`src/hdl/plir_pkg.sv`:
```
package plir_pkg;

  localparam int LIST_DEPTH  = 128;
  localparam int DATA_W      = 32;
  localparam int CMD_W       = 2;
  localparam int POS_W       = 8;
  localparam int STATUS_W    = 2;
  localparam int COUNT_OUT_W = 8;
  localparam int ADDR_W      = $clog2(LIST_DEPTH);
  localparam int CNT_W       = $clog2(LIST_DEPTH + 1);
  localparam int CMP_W       = ((CNT_W > POS_W) ? CNT_W : POS_W) + 1;

  localparam logic [CMD_W-1:0] CMD_INSERT = 2'd0;
  localparam logic [CMD_W-1:0] CMD_REMOVE = 2'd1;
  localparam logic [CMD_W-1:0] CMD_PEEK   = 2'd2;

  localparam logic [STATUS_W-1:0] ST_OK     = 2'd0;
  localparam logic [STATUS_W-1:0] ST_BADPOS = 2'd1;
  localparam logic [STATUS_W-1:0] ST_FULL   = 2'd2;
  localparam logic [STATUS_W-1:0] ST_EMPTY  = 2'd3;

  typedef enum logic [3:0] {
    S_IDLE,
    S_EVAL,
    S_UP_RD,
    S_UP_WR,
    S_INS_WR,
    S_RM_RD,
    S_RM_TAKE,
    S_DN_RD,
    S_DN_WR,
    S_PK_RD,
    S_PK_TAKE,
    S_DONE
  } state_t;

  typedef enum logic [1:0] {
    RD_IDX_M1,
    RD_IDX_P1,
    RD_POS_M1,
    RD_CNT_M1
  } rd_sel_t;

  typedef enum logic {
    WR_SHIFT,
    WR_NEW
  } wr_sel_t;

  typedef enum logic [2:0] {
    IDX_HOLD,
    IDX_CNT,
    IDX_POSM1,
    IDX_DEC,
    IDX_INC
  } idx_op_t;

  typedef enum logic [1:0] {
    CNT_HOLD,
    CNT_INC,
    CNT_DEC
  } cnt_op_t;

  typedef struct packed {
    logic    load_in;
    logic    stat_load;
    logic    take;
    logic    we;
    logic    out_load;
    rd_sel_t rd_sel;
    wr_sel_t wr_sel;
    idx_op_t idx_op;
    cnt_op_t cnt_op;
  } dp_ctl_t;

  typedef struct packed {
    logic [CMD_W-1:0] cmd;
    logic             ok;
    logic             up_more;
    logic             dn_more;
  } dp_sts_t;

endpackage

```
`src/hdl/plir_ctrl.sv`:
```
module plir_ctrl (
  input  logic              clk,
  input  logic              rst_n,
  input  logic              in_valid,
  output logic              in_ready,
  output logic              out_valid,
  input  logic              out_ready,
  input  plir_pkg::dp_sts_t sts,
  output plir_pkg::dp_ctl_t ctl
);
  import plir_pkg::*;

  state_t state_r, state_nxt;
  logic   out_valid_r, out_valid_nxt;

  always_ff @(posedge clk) begin
    if (!rst_n) begin
      state_r     <= S_IDLE;
      out_valid_r <= 1'b0;
    end else begin
      state_r     <= state_nxt;
      out_valid_r <= out_valid_nxt;
    end
  end

  always_comb begin
    state_nxt     = state_r;
    in_ready      = 1'b0;
    ctl.load_in   = 1'b0;
    ctl.stat_load = 1'b0;
    ctl.take      = 1'b0;
    ctl.we        = 1'b0;
    ctl.out_load  = 1'b0;
    ctl.rd_sel    = RD_IDX_M1;
    ctl.wr_sel    = WR_SHIFT;
    ctl.idx_op    = IDX_HOLD;
    ctl.cnt_op    = CNT_HOLD;

    case (state_r)
      S_IDLE: begin
        in_ready = 1'b1;
        if (in_valid) begin
          ctl.load_in = 1'b1;
          state_nxt   = S_EVAL;
        end
      end
      S_EVAL: begin
        ctl.stat_load = 1'b1;
        if (!sts.ok) begin
          state_nxt = S_DONE;
        end else begin
          case (sts.cmd)
            CMD_INSERT: begin
              ctl.idx_op = IDX_CNT;
              state_nxt  = S_UP_RD;
            end
            CMD_REMOVE: state_nxt = S_RM_RD;
            CMD_PEEK:   state_nxt = S_PK_RD;
            default:    state_nxt = S_DONE;
          endcase
        end
      end
      S_UP_RD: begin
        ctl.rd_sel = RD_IDX_M1;
        if (sts.up_more) begin
          state_nxt = S_UP_WR;
        end else begin
          state_nxt = S_INS_WR;
        end
      end
      S_UP_WR: begin
        ctl.we     = 1'b1;
        ctl.wr_sel = WR_SHIFT;
        ctl.idx_op = IDX_DEC;
        state_nxt  = S_UP_RD;
      end
      S_INS_WR: begin
        ctl.we     = 1'b1;
        ctl.wr_sel = WR_NEW;
        ctl.cnt_op = CNT_INC;
        state_nxt  = S_DONE;
      end
      S_RM_RD: begin
        ctl.rd_sel = RD_POS_M1;
        state_nxt  = S_RM_TAKE;
      end
      S_RM_TAKE: begin
        ctl.take   = 1'b1;
        ctl.idx_op = IDX_POSM1;
        state_nxt  = S_DN_RD;
      end
      S_DN_RD: begin
        ctl.rd_sel = RD_IDX_P1;
        if (sts.dn_more) begin
          state_nxt = S_DN_WR;
        end else begin
          ctl.cnt_op = CNT_DEC;
          state_nxt  = S_DONE;
        end
      end
      S_DN_WR: begin
        ctl.we     = 1'b1;
        ctl.wr_sel = WR_SHIFT;
        ctl.idx_op = IDX_INC;
        state_nxt  = S_DN_RD;
      end
      S_PK_RD: begin
        ctl.rd_sel = RD_CNT_M1;
        state_nxt  = S_PK_TAKE;
      end
      S_PK_TAKE: begin
        ctl.take  = 1'b1;
        state_nxt = S_DONE;
      end
      S_DONE: begin
        // wait for the output register to free up
        if (!out_valid_r || out_ready) begin
          ctl.out_load = 1'b1;
          state_nxt    = S_IDLE;
        end
      end
      default: state_nxt = S_IDLE;
    endcase
  end

  always_comb begin
    out_valid_nxt = out_valid_r && !out_ready;
    if (ctl.out_load) begin
      out_valid_nxt = 1'b1;
    end
  end

  assign out_valid = out_valid_r;

endmodule

```
`config.mk`:
```
export PLATFORM = sky130hd
export DESIGN_NAME = plir_ctrl
export DESIGN_NICKNAME = d
export VERILOG_FILES = /design/src/hdl/plir_pkg.sv /design/src/hdl/plir_ctrl.sv
export SDC_FILE = /design/constraint.sdc
export NUM_CORES = 1
export LEC_CHECK = 0
export BUFFER_PORTS_ARGS = -buffer_cell sky130_fd_sc_hd__buf_2
export CORE_MARGIN = 1
export CORE_UTILIZATION = 40
export DETAILED_ROUTE_END_ITERATION = 16
export PLACE_DENSITY = 0.68
export SETUP_SLACK_MARGIN = 0.2
export SLEW_MARGIN = 20
export SYNTH_ARGS = -nofsm -noshare
export SYNTH_HDL_FRONTEND = slang
export SYNTH_SLANG_ARGS = --single-unit
export TNS_END_PERCENT = 5
```
`constraint.sdc`:
```
create_clock -name clk -period 1.85 [get_ports clk]
set_input_delay 0.0925 -clock clk [delete_from_list [all_inputs] [get_ports clk]]
set_output_delay 0.0925 -clock clk [all_outputs]
set_load 0.01 [all_outputs]
```
Word level (Yosys, flattened, before mapping)
Index checks and enable logic that the tools add are counted.
{"block": "op_classes", "reduce_logical": 11, "n_lt_le_gt_ge": 0, "n_div": 0, "n_eq_ne": 15, "shifts": 0, "addsub": 0, "n_mul": 0, "n_mux": 23, "bitwise": 0}
{"cell": "4-bit case mux with 10 select lines", "n": 1}
{"cell": "4-bit by 3-bit == test with 1-bit output, second input constant", "n": 4}
{"cell": "4-bit == test, second input constant", "n": 4}
{"cell": "1-bit two-way mux", "n": 12}
{"cell": "4-bit two-way mux", "n": 3}
{"cell": "3-bit case mux with 4 select lines", "n": 1}
{"cell": "4-bit case mux with 3 select lines", "n": 1}
{"cell": "4-bit by 2-bit == test with 1-bit output, second input constant", "n": 2}
{"cell": "2-bit case mux with 3 select lines", "n": 1}
{"cell": "2-bit OR reduction", "n": 3}
{"cell": "4-bit by 1-bit == test with 1-bit output, second input constant", "n": 1}
{"cell": "4-bit zero test", "n": 1}
{"cell": "2-bit two-way mux", "n": 2}
{"cell": "2-bit inequality test, second input constant", "n": 2}
{"cell": "2-bit case mux with 2 select lines", "n": 1}
{"cell": "3-bit two-way mux", "n": 1}
{"cell": "3-bit OR reduction", "n": 1}
{"cell": "2-bit by 1-bit == test with 1-bit output, second input constant", "n": 1}
{"cell": "2-bit == test, second input constant", "n": 1}
{"cell": "1-bit zero test", "n": 2}
{"cell": "2-bit zero test", "n": 1}
{"cell": "2-bit AND reduction", "n": 1}
{"cell": "1-bit logical AND", "n": 1}
{"cell": "1-bit logical OR", "n": 1}
{"block": "word_totals", "word_cells": 51, "output_inout_bits": 15, "reg_bits": 5, "mem_bits_rw": 0, "mem_bits_ro": 0, "memories": 0, "latch_bits": 0}

Logic depth before layout (Yosys ltp)
Gate-level depths: netlist of the first run.
{"block": "logic_depth", "ltp_word": 5, "mapped_depth": 6, "depth_no_buf": 6}

Least setup slack after synthesis of the first run
No wires, ideal clock.
{"block": "synth_timing", "kind": "reg2out", "start": "register state_r[1]", "end": "output ctl[12] (netlist name)", "slack_ns": 0.529, "stages_incl_launch_ff": 5, "t_arrival_ns": 1.228, "n_path_buf": 2, "path_cell_list": "dfxtp_1 -> clkbuf_8 -> clkbuf_8 -> nor4_1 -> and2_1"}
{"element": "start: declaration", "line": "plir_ctrl.sv:13", "source": "state_t state_r, state_nxt;"}
{"element": "start signal: assignment", "line": "plir_ctrl.sv:21", "source": "state_r <= state_nxt;"}
{"element": "end: declaration", "line": "plir_ctrl.sv:9", "source": "output plir_pkg::dp_ctl_t ctl"}

==> reports/metrics.yaml, run 1 <==
worst_setup_path:
  r2r_cells: 4
  timing.rr.start: "state_r[2]$_SDFFE_PN0P_"
  required_ps: 1760
  arrival_ps: 1460
  r2r_slack_ps: 450
  worstPathCellList: "or3_4 -> or2_4 -> inv_1 -> buf_2"
  r2r_end: "state_r[0]$_SDFFE_PN0P_"
  critPathSlowestCell: "or3_4"
  slowest_delay_ps: 410
  cp_top_family: "simple AND/OR/NAND/NOR gates"
  path_max_fanout: 14
  critPathLaunchType: "register"
  cp.buffers_inverters: 2
  critPathKind: "reg -> out"
  critPathCaptureType: "output pin"
clock_tree:
  clk_path_buf_depth: 2
  postCtsSetupBuffers: 0
  cts_root_buf: "clkbuf_4"
  clock_latency_ps: 240
  clkTransAtPathRegs_ps: 50
  cts_tree: "yes"
  h-tree-depth: 1
  cts_buffers: 3
  cts_sinks: 5
yosys:
  syn_nets: 89
  syn_area_per_cell_um2: 7.79
  synth-edff-count: 0
  syn_area_um2: 592
  ys_seq_area_share_pct: 16.9
  synthFlopType: "dfxtp_1"
  yosys_warnings: 0
  synthArstFlopShare_pct: 0
  syn_inst: 76
  ys_types: 34
  ys_ff_latch: 5
power_and_ir_drop:
  power_density_mw_per_mm2: 1480
  netSwitchingPower_mw: 0.487
  p_sw_share_pct: 48.0
  seqPwrFrac_pct: 26.8
  p_clk_share_pct: 12.5
  irDropWorstVdd_mv: 0.780
  leakagePower_nw: 0.339
  pwr-share-comb_pct: 60.7
  p_int_mw: 0.527
place:
  dp.cells: 108
  placed_area_um2: 651
  io_buffers: 23
  dp_hpwl_um: 967
  routabilityCongestion: 0.797
floorplanning:
  die_y_um: 40.5
  die_width_um: 40.5
  coreArea_mm2: 0.00133
  pin_count: 24
  row_count: 13
  die_area_mm2: 0.00164
  start_util_pct: 44.4
route:
  postRouteAntennaNets: 0
  drt-initial-drc-count: 20
  first_pass_iters: 4
  num_vias: 601
  wl_per_cell_um: 11.5
  routed_wl_mm: 1.29
  drc: 0
  vias_per_cell: 5.37
layout:
  design_area_um2: 687
  nNetsFinal: 111
  area_delta_synth_final_pct: 16.1
  final_cells: 112
  insertedDiodeCount: 0
  post-route-util_pct: 51.5
  final_layout_size_suffix_gt1_share_pct: 37.1
global_route:
  antenna_found_initial: 0
  overflow: 0
  grt_pass1_wl_mm: 2.25
  track_usage_pct: 20.4
  grt_pass1_vias: 574
  grt_start_max_net_pins: 15
worst_hold_path:
  min_path_cells: 2
  min_to: "state_r[0]$_SDFFE_PN0P_"
  hp-class: "in -> reg"
  worstHoldStart: "rst_n"
sta:
  fin_skew_ps: 6.44
  fin_setup_tns_ps: 0
  worst_pin_slew_ps: 417
  rsz0062_at_grt: "false"
  layout_min_cycle_time_ps: 1550
  hold_viol_final: 0
  period_share_pct: 84.0
  timing.slew.headroom_pct: 71.5
  fmax_ghz: 0.644
  maxSlewViolCount: 0
  final-setup-viol-count: 0
run_status:
  status: "finished, final reports clean"
flow_run:
  cap_violations: 0
## worst max-delay path by stage
| stage | from | to | slack [ps] | cells after the start |
|---|---|---|---|---|
| after global placement | state_r[0]$_SDFFE_PN0P_ | state_r[0]$_SDFFE_PN0P_ | 370 | 4 |
| final | state_r[2]$_SDFFE_PN0P_ | ctl[11] | 300 | 4 |
| after floorplan | state_r[1]$_SDFFE_PN0P_ | ctl[12] | 530 | 4 |
| after detailed placement | state_r[0]$_SDFFE_PN0P_ | state_r[0]$_SDFFE_PN0P_ | 350 | 4 |
| after global routing | state_r[3]$_SDFFE_PN0P_ | ctl[6] | 220 | 4 |
| after CTS | state_r[3]$_SDFFE_PN0P_ | ctl[6] | 180 | 4 |
## area by class of cell
class                      instances  area [um2]
clock buffer                       4        26.3
fill                             141         647
inverter                           6        22.5
multi-input combinational         58         392
sequential                         5         105
tap                               15        18.8
timing repair buffer              24         123
## placed cells by master (no fill, tap or decap), drive strengths merged, types with 2 or more instances in the layout
cell type  Yosys  layout
buf            3      24
clkbuf         3       4
nor3           7       7
and2           2       2
o31a           2       2
ha             4       4
or3            2       2
nor4           2       2
nand2b         3       3
o32ai          2       2
nand2          4       4
nor2           5       5
a21oi          8       8
dfxtp          5       5
a211oi         2       2
inv            6       6
xor2           2       2
## power by group through the flow
stage | combinational [mW] | sequential, mW | clock, mW
detailed placement | 0.609 | 0.259 | 0
global placement | 0.610 | 0.259 | 0
finish | 0.615 | 0.272 | 0.127
CTS | 0.612 | 0.259 | 0.131
global route | 0.703 | 0.282 | 0.143
floorplan | 0.625 | 0.170 | 0
## flip-flops by register name (all words and copies together), names as in the netlist
signal     cells
state_r        4
out_valid      1
## repair_timing
| action | 4_1_cts | 5_1_grt |
|---|---|---|
| hold buffers | 0 | 0 |
| resized for setup | 1 | 4 |
| setup endpoints to repair | 2 | 8 |
## routing by layer
layer  global-route usage (%)  wire length [um]  vias to the layer above
met5                        0                 0                        -
met4                     12.5                 6                        0
met3                     5.56                98                        3
met2                     29.4               548                       28
met1                     26.4               639                      259
li1                         -                 -                      311
## stage by stage
step	setup slack (ps)	hold WS, ps	total power [mW]
floorplan	529	210	0.794
detailed placement	347	366	0.868
CTS	180	111	1.00
global placement	372	364	0.868
global route	216	107	1.13
finish	296	119	1.01
## synthesized netlist by cell type (2+ instances only)
library cell,number,area (um2)
a21oi_1,7,35.0
nor3_1,7,35.0
inv_1,6,22.5
dfxtp_1,5,100
nor2_1,5,18.8
ha_1,4,50.1
nand2_1,4,15.0
clkbuf_8,3,41.3
nand2b_1,3,18.8
a211oi_1,2,15.0
and2_1,2,12.5
buf_6,2,22.5
nor4_1,2,12.5
o31a_1,2,17.5
o32ai_1,2,17.5
xor2_1,2,17.5
## cells by family (layout without fill, tap and decap cells)
family,Yosys count,in the layout,synth area share [%]
buf+inv,13,34,17.8
simple gates,30,30,27.9
fa+ha+maj,4,4,8.46
compound gates,22,22,26.0
flops,5,5,16.9
xor+xnor,2,2,2.96
Note: power is estimated with default switching activity, not from simulation.
==> inputs of run 2 (changes only) <==
--- a/config.mk
+++ b/config.mk
@@ -5,11 +5,12 @@
 export SDC_FILE = /design/constraint.sdc
 export NUM_CORES = 1
 export LEC_CHECK = 0
+export ABC_AREA = 1
 export BUFFER_PORTS_ARGS = -buffer_cell sky130_fd_sc_hd__buf_2
 export CORE_MARGIN = 1
 export CORE_UTILIZATION = 40
 export DETAILED_ROUTE_END_ITERATION = 16
-export PLACE_DENSITY = 0.68
+export PLACE_DENSITY = 0.73
 export SETUP_SLACK_MARGIN = 0.2
 export SLEW_MARGIN = 20
 export SYNTH_ARGS = -nofsm -noshare
==> constraint.sdc (replaced) <==
create_clock -name clk -period 1.2 [get_ports clk]
set_input_delay 0.06 -clock clk [delete_from_list [all_inputs] [get_ports clk]]
set_output_delay 0.06 -clock clk [all_outputs]
set_load 0.01 [all_outputs]
==> reports/metrics.yaml, run 2 <==
layout:
  area_delta_synth_final_pct: 75.1
  largest_reg_flops: 4
  regMostFlops: "state_r"
  final_layout_size_suffix_gt1_share_pct: 53.6
  insertedDiodeCount: 0
  nNetsFinal: 139
  final_cell_mix: "nand2_1 (22), buf_2 (17), inv_1 (14), buf_6 (9), nor2_4 (7)"
  layout_commonest_cell: "nand2_1"
global_route:
  overflow: 0
  grt_start_max_net_pins: 7
  track_usage_pct: 25.5
  grt_pass1_wl_mm: 2.62
  antenna_found_initial: 0
  grt_pass1_vias: 630
yosys:
  syn_nets: 107
  synthFlopType: "dfxtp_1"
  ys_types: 16
  synth-edff-count: 0
  syn_area_per_cell_um2: 5.56
  ys_seq_area_share_pct: 19.1
  synth.most_common_cell: "nand2_1"
  netlist_top_cells_count: "nand2_1 (31), inv_1 (22), nor2_1 (9), nand3_1 (7), dfxtp_1 (5)"
  syn_inst: 94
  synthArstFlopShare_pct: 0
  synth_area_leaders: "nand2_1 (22%), dfxtp_1 (19%), inv_1 (16%), ha_1 (9.6%), nand3_1 (6.7%)"
  yosysTopAreaCell: "nand2_1"
  syn_area_um2: 523
  ys_ff_latch: 5
  synth_top_area_share_pct: 22.2
  yosys_warnings: 0
worst_setup_path:
  r2r_cells: 8
  slowest_delay_ps: 360
  critPathLaunchType: "register"
  critPathSlowestCell: "dfxtp_4"
  critPathCaptureType: "output pin"
  timing.rr.start: "state_r[3]$_SDFFE_PN0P_"
  critPathKind: "reg -> out"
  arrival_ps: 1190
  path_max_fanout: 4
  r2r_end: "state_r[0]$_SDFFE_PN0P_"
  r2r_slack_ps: -10
  required_ps: 1140
  worstPathCellList: "inv_6 -> nand2_8 -> nor2_4 -> inv_2 -> a21oi_2 -> buf_2"
run_status:
  status: "finished, violations left"
  violations: "setup timing"
floorplanning:
  start_util_pct: 45.2
  die_y_um: 38.2
  die_width_um: 38.2
  die_area_mm2: 0.00146
  pin_count: 24
  coreArea_mm2: 0.00116
  row_count: 12
worst_hold_path:
  min_path_cells: 3
  hp-class: "in -> reg"
  worstHoldStart: "rst_n"
  min_to: "state_r[1]$_SDFFE_PN0P_"
route:
  first_pass_iters: 4
  routed_wl_mm: 1.63
  num_vias: 699
  vias_per_cell: 5.03
  drc: 0
  postRouteAntennaNets: 0
  wl_per_cell_um: 11.7
  drt-initial-drc-count: 10
power_and_ir_drop:
  leakagePower_nw: 0.544
  power_density_mw_per_mm2: 2010
  irDropWorstVdd_mv: 1.36
clock_tree:
  ctsHoldBuffers: 0
  clkTransAtPathRegs_ps: 40
  cts_sinks: 5
  cts_tree: "yes"
  clk_path_buf_depth: 2
  cts_buffers: 3
  cts_root_buf: "clkbuf_4"
  clock_latency_ps: 240
  h-tree-depth: 1
sta:
  hold_viol_final: 0
  worst_pin_slew_ps: 192
  fmax_ghz: 0.799
  final-setup-viol-count: 10
  worst_slack_ps: -51.2
  timing.slew.headroom_pct: 87.2
  fin_skew_ps: 3.87
  layout_min_cycle_time_ps: 1250
  fin_setup_tns_ps: -221
  period_share_pct: 104
  maxSlewViolCount: 0
  rsz0062_at_grt: "true"
place:
  dp_hpwl_mm: 1.20
  pre_cts_slack_ps: 29.3
  io_buffers: 23
  routabilityCongestion: 0.921
flow_run:
  cap_violations: 0
[run 2: cell count changes after synthesis, sizes merged, moves of 3 or more]
cell    delta
a21oi      -5
nor3       -7
nor2       +7
inv       +16
nand2     +27
clkbuf     -3
nand3      +7
nand2b     -3
[run 2: layout make-up]
class,count,area [um2]
Multi-Input combinational cell,66,460
Fill cell,89,240
Timing Repair Buffer,28,201
Sequential cell,5,115
Inverter,22,95.1
Clock buffer,4,26.3
Tap cell,14,17.5
[run 2: worst max path at each step]
stage                                        from                 endpoint  slack [ps]  depth (start not counted)
after floorplan           state_r[2]$_SDFFE_PN0P_  state_r[1]$_SDFFE_PN0P_         200                          9
after global placement    state_r[2]$_SDFFE_PN0P_  state_r[3]$_SDFFE_PN0P_          50                          9
after detailed placement  state_r[2]$_SDFFE_PN0P_  state_r[3]$_SDFFE_PN0P_          30                          8
after CTS                 state_r[0]$_SDFFE_PN0P_                   ctl[1]         -20                          6
after global routing      state_r[2]$_SDFFE_PN0P_                   ctl[8]        -110                          6
final                     state_r[2]$_SDFFE_PN0P_                   ctl[8]         -50                          6
[run 2: kinds of logic (layout without fill, tap and decap cells)]
family          count (synthesis)  in the layout  share of synthesized area (%)
compound gates                  9              9                           10.8
fa+ha+maj                       4              4                           9.57
simple gates                   53             53                           43.3
flops                           5              5                           19.1
buf+inv                        23             54                           17.2
[run 2: layer usage]
layer	vias up	track usage (%)	wire, um
met4	0	13.4	40
li1	348	-	-
met3	8	4.07	73
met1	318	29.2	639
met2	25	44.5	877
met5	-	0	0
[run 2: worst max-delay path: cells and delay by family (launching register included)]
family,cells,cell delay (ps)
AO/OA/AOI/OAI,1,100
flip-flops,1,360
AND/OR/NAND/NOR,2,200
buffers and inverters,3,290
[run 2: per-stage QoR]
stage	utilization, %	hold slack (ps)	power (mW)	cells	area, um2
finish	79.2	49.4	1.84	139	916
global route	79.2	68.9	1.98	139	916
CTS	75.4	47.3	1.73	139	872
detailed placement	62.6	302	1.26	131	723
global placement	62.6	295	1.24	131	723
floorplan	-	157	0.997	94	591
[run 2: timing repair]
action	in CTS	in global routing
gates resized for setup	26	11
setup buffers	4	0
setup endpoints to repair	18	18
pin swaps	9	11
[run 2: where the power goes]
part / switching, mW / internal, mW / leakage [nW] / total [mW]
logic: 0.707 / 0.548 / 0.485 / 1.26
clock network: 0.0688 / 0.126 / 0.0150 / 0.194
registers: 0.141 / 0.247 / 0.0437 / 0.388
==> inputs of run 3 (changes only) <==
--- a/config.mk
+++ b/config.mk
@@ -11,6 +11,7 @@
 export CORE_UTILIZATION = 40
 export DETAILED_ROUTE_END_ITERATION = 16
 export PLACE_DENSITY = 0.73
+export REMOVE_ABC_BUFFERS = 1
 export SETUP_SLACK_MARGIN = 0.2
 export SLEW_MARGIN = 20
 export SYNTH_ARGS = -nofsm -noshare
==> reports/metrics.yaml, run 3 (synthesis gave the netlist of run 2 again) <==
place:
  io_buffers: 23
  dp_hpwl_mm: 1.03
  routabilityCongestion: 0.894
clock_tree:
  h-tree-depth: 1
  cts_sinks: 5
  cts_buffers: 3
  clkTransAtPathRegs_ps: 50
  clock_latency_ps: 250
  cts_tree: "yes"
  cts_root_buf: "clkbuf_4"
  clk_path_buf_depth: 2
  ctsHoldBuffers: 0
worst_setup_path:
  critPathLaunchType: "register"
  critPathCaptureType: "output pin"
  critPathKind: "reg -> out"
  cp_top_family: "flip-flops"
  critPathSlowestCell: "dfxtp_4"
  cp.buffers_inverters: 3
  required_ps: 1140
  path_max_fanout: 6
  arrival_ps: 1200
  worstPathCellList: "nand2_4 -> inv_4 -> buf_4 -> nand2_1 -> nand2_1 -> buf_2"
  cpMostUsedCell: "nand2_1"
  slowest_delay_ps: 430
sta:
  layout_min_cycle_time_ps: 1260
  period_share_pct: 105
  fin_setup_tns_ps: -296
  final-setup-viol-count: 10
  worst_pin_slew_ps: 192
  maxSlewViolCount: 0
  timing.slew.headroom_pct: 87.1
  hold_viol_final: 0
  rsz0062_at_grt: "true"
  worst_slack_ps: -64.5
  fin_skew_ps: 2.89
  fmax_ghz: 0.791
global_route:
  antenna_found_initial: 0
  grt_pass1_wl_mm: 2.54
  grt_pass1_vias: 644
  track_usage_pct: 25.3
  grt_start_max_net_pins: 7
  overflow: 0
floorplanning:
  die_y_um: 38.2
  start_util_pct: 45.2
  coreArea_mm2: 0.00116
  pin_count: 24
  die_width_um: 38.2
  die_area_mm2: 0.00146
  row_count: 12
layout:
  layout_commonest_cell: "nand2_1"
  nNetsFinal: 141
  insertedDiodeCount: 0
  final_layout_size_suffix_gt1_share_pct: 52.8
  post-route-util_pct: 78.6
  fill_cells: 76
  final_cell_mix: "nand2_1 (22), buf_2 (20), inv_1 (15), nor2_4 (7), buf_6 (6)"
  largest_reg_flops: 4
  area_delta_synth_final_pct: 73.7
  regMostFlops: "state_r"
flow_run:
  cap_violations: 0
power_and_ir_drop:
  leakagePower_nw: 0.560
  irDropWorstVdd_mv: 1.23
  power_density_mw_per_mm2: 2100
route:
  routed_wl_mm: 1.65
  vias_per_cell: 5.12
  drc: 0
  num_vias: 722
  first_pass_iters: 4
  postRouteAntennaNets: 0
  wl_per_cell_um: 11.7
  drt-initial-drc-count: 15
worst_hold_path:
  hp-class: "in -> reg"
run_status:
  status: "finished, violations left"
  violations: "setup timing"
==> run 3: cell types whose count changed in the layout (fill, tap and decap cells not counted), moves of 2 or more <==
cell     before  now
buf_4         2    4
buf_6         9    6
inv_2         5    2
nand3_1       3    5
inv_4         1    3
o21ai_1       2    0
nand3_2       5    3
buf_2        17   20
==> run 3: through the flow <==
stage,worst slack (ps),instances,area [um2],total power [mW],hold slack (ps)
4_1_cts,-20.5,138,812,1.61,52.0
3_3_place_gp,-24.5,132,663,1.10,305
5_1_grt,-114,141,908,2.05,81.6
3_5_place_dp,-33.6,132,663,1.10,316
2_1_floorplan,132,93,515,0.831,158
6_report,-64.5,141,908,1.90,48.1
==> run 3: where the power goes <==
group | internal [mW] | leakage [nW] | switching (mW)
registers | 0.247 | 0.0437 | 0.153
logic | 0.576 | 0.498 | 0.727
clock network | 0.121 | 0.0177 | 0.0802
total | 0.944 | 0.560 | 0.961
==> run 3: what timing repair did <==
action,4_1_cts,5_1_grt
endpoints found under the setup margin,18,18
pin swaps,4,13
buffers inserted,2,3
resized for setup,37,22
==> run 3: worst paths after layout <==
path | start | to | slack (ps) | cells past startpoint
setup / recovery | state_r[0]$_SDFFE_PN0P_ | ctl[6] | -60 | 6
hold / removal | rst_n | state_r[1]$_SDFFE_PN0P_ | 50 | 3
setup reg to reg | state_r[3]$_SDFFE_PN0P_ | state_r[1]$_SDFFE_PN0P_ | -20 | 8
hold reg to reg | out_valid$_SDFF_PN0_ | out_valid$_SDFF_PN0_ | 490 | 2
==> run 3: area by class of cell <==
type / instances / area, um2 / area share [%]
clock inverter: 1 / 5.00 / 0.551
timing repair buffer: 30 / 198 / 21.8
multi-input combinational: 66 / 450 / 49.6
clock buffer: 3 / 22.5 / 2.48
sequential: 5 / 115 / 12.7
tap: 14 / 17.5 / 1.93
inverter: 22 / 100 / 11.0
==> run 3: worst min-delay path: cells and delay by family <==
kind,cells,cell delay (ps)
buf+inv,2,150
simple gates,1,50
==> run 3: per-layer routing <==
metal / GRT usage (%) / vias to the layer above / part of all wire [%]
met5: 0 / - / 0
met4: 9.82 / 0 / 4.1
met3: 6.98 / 13 / 6.5
met2: 47.9 / 39 / 50
met1: 25.5 / 309 / 39
li1: - / 361 / -
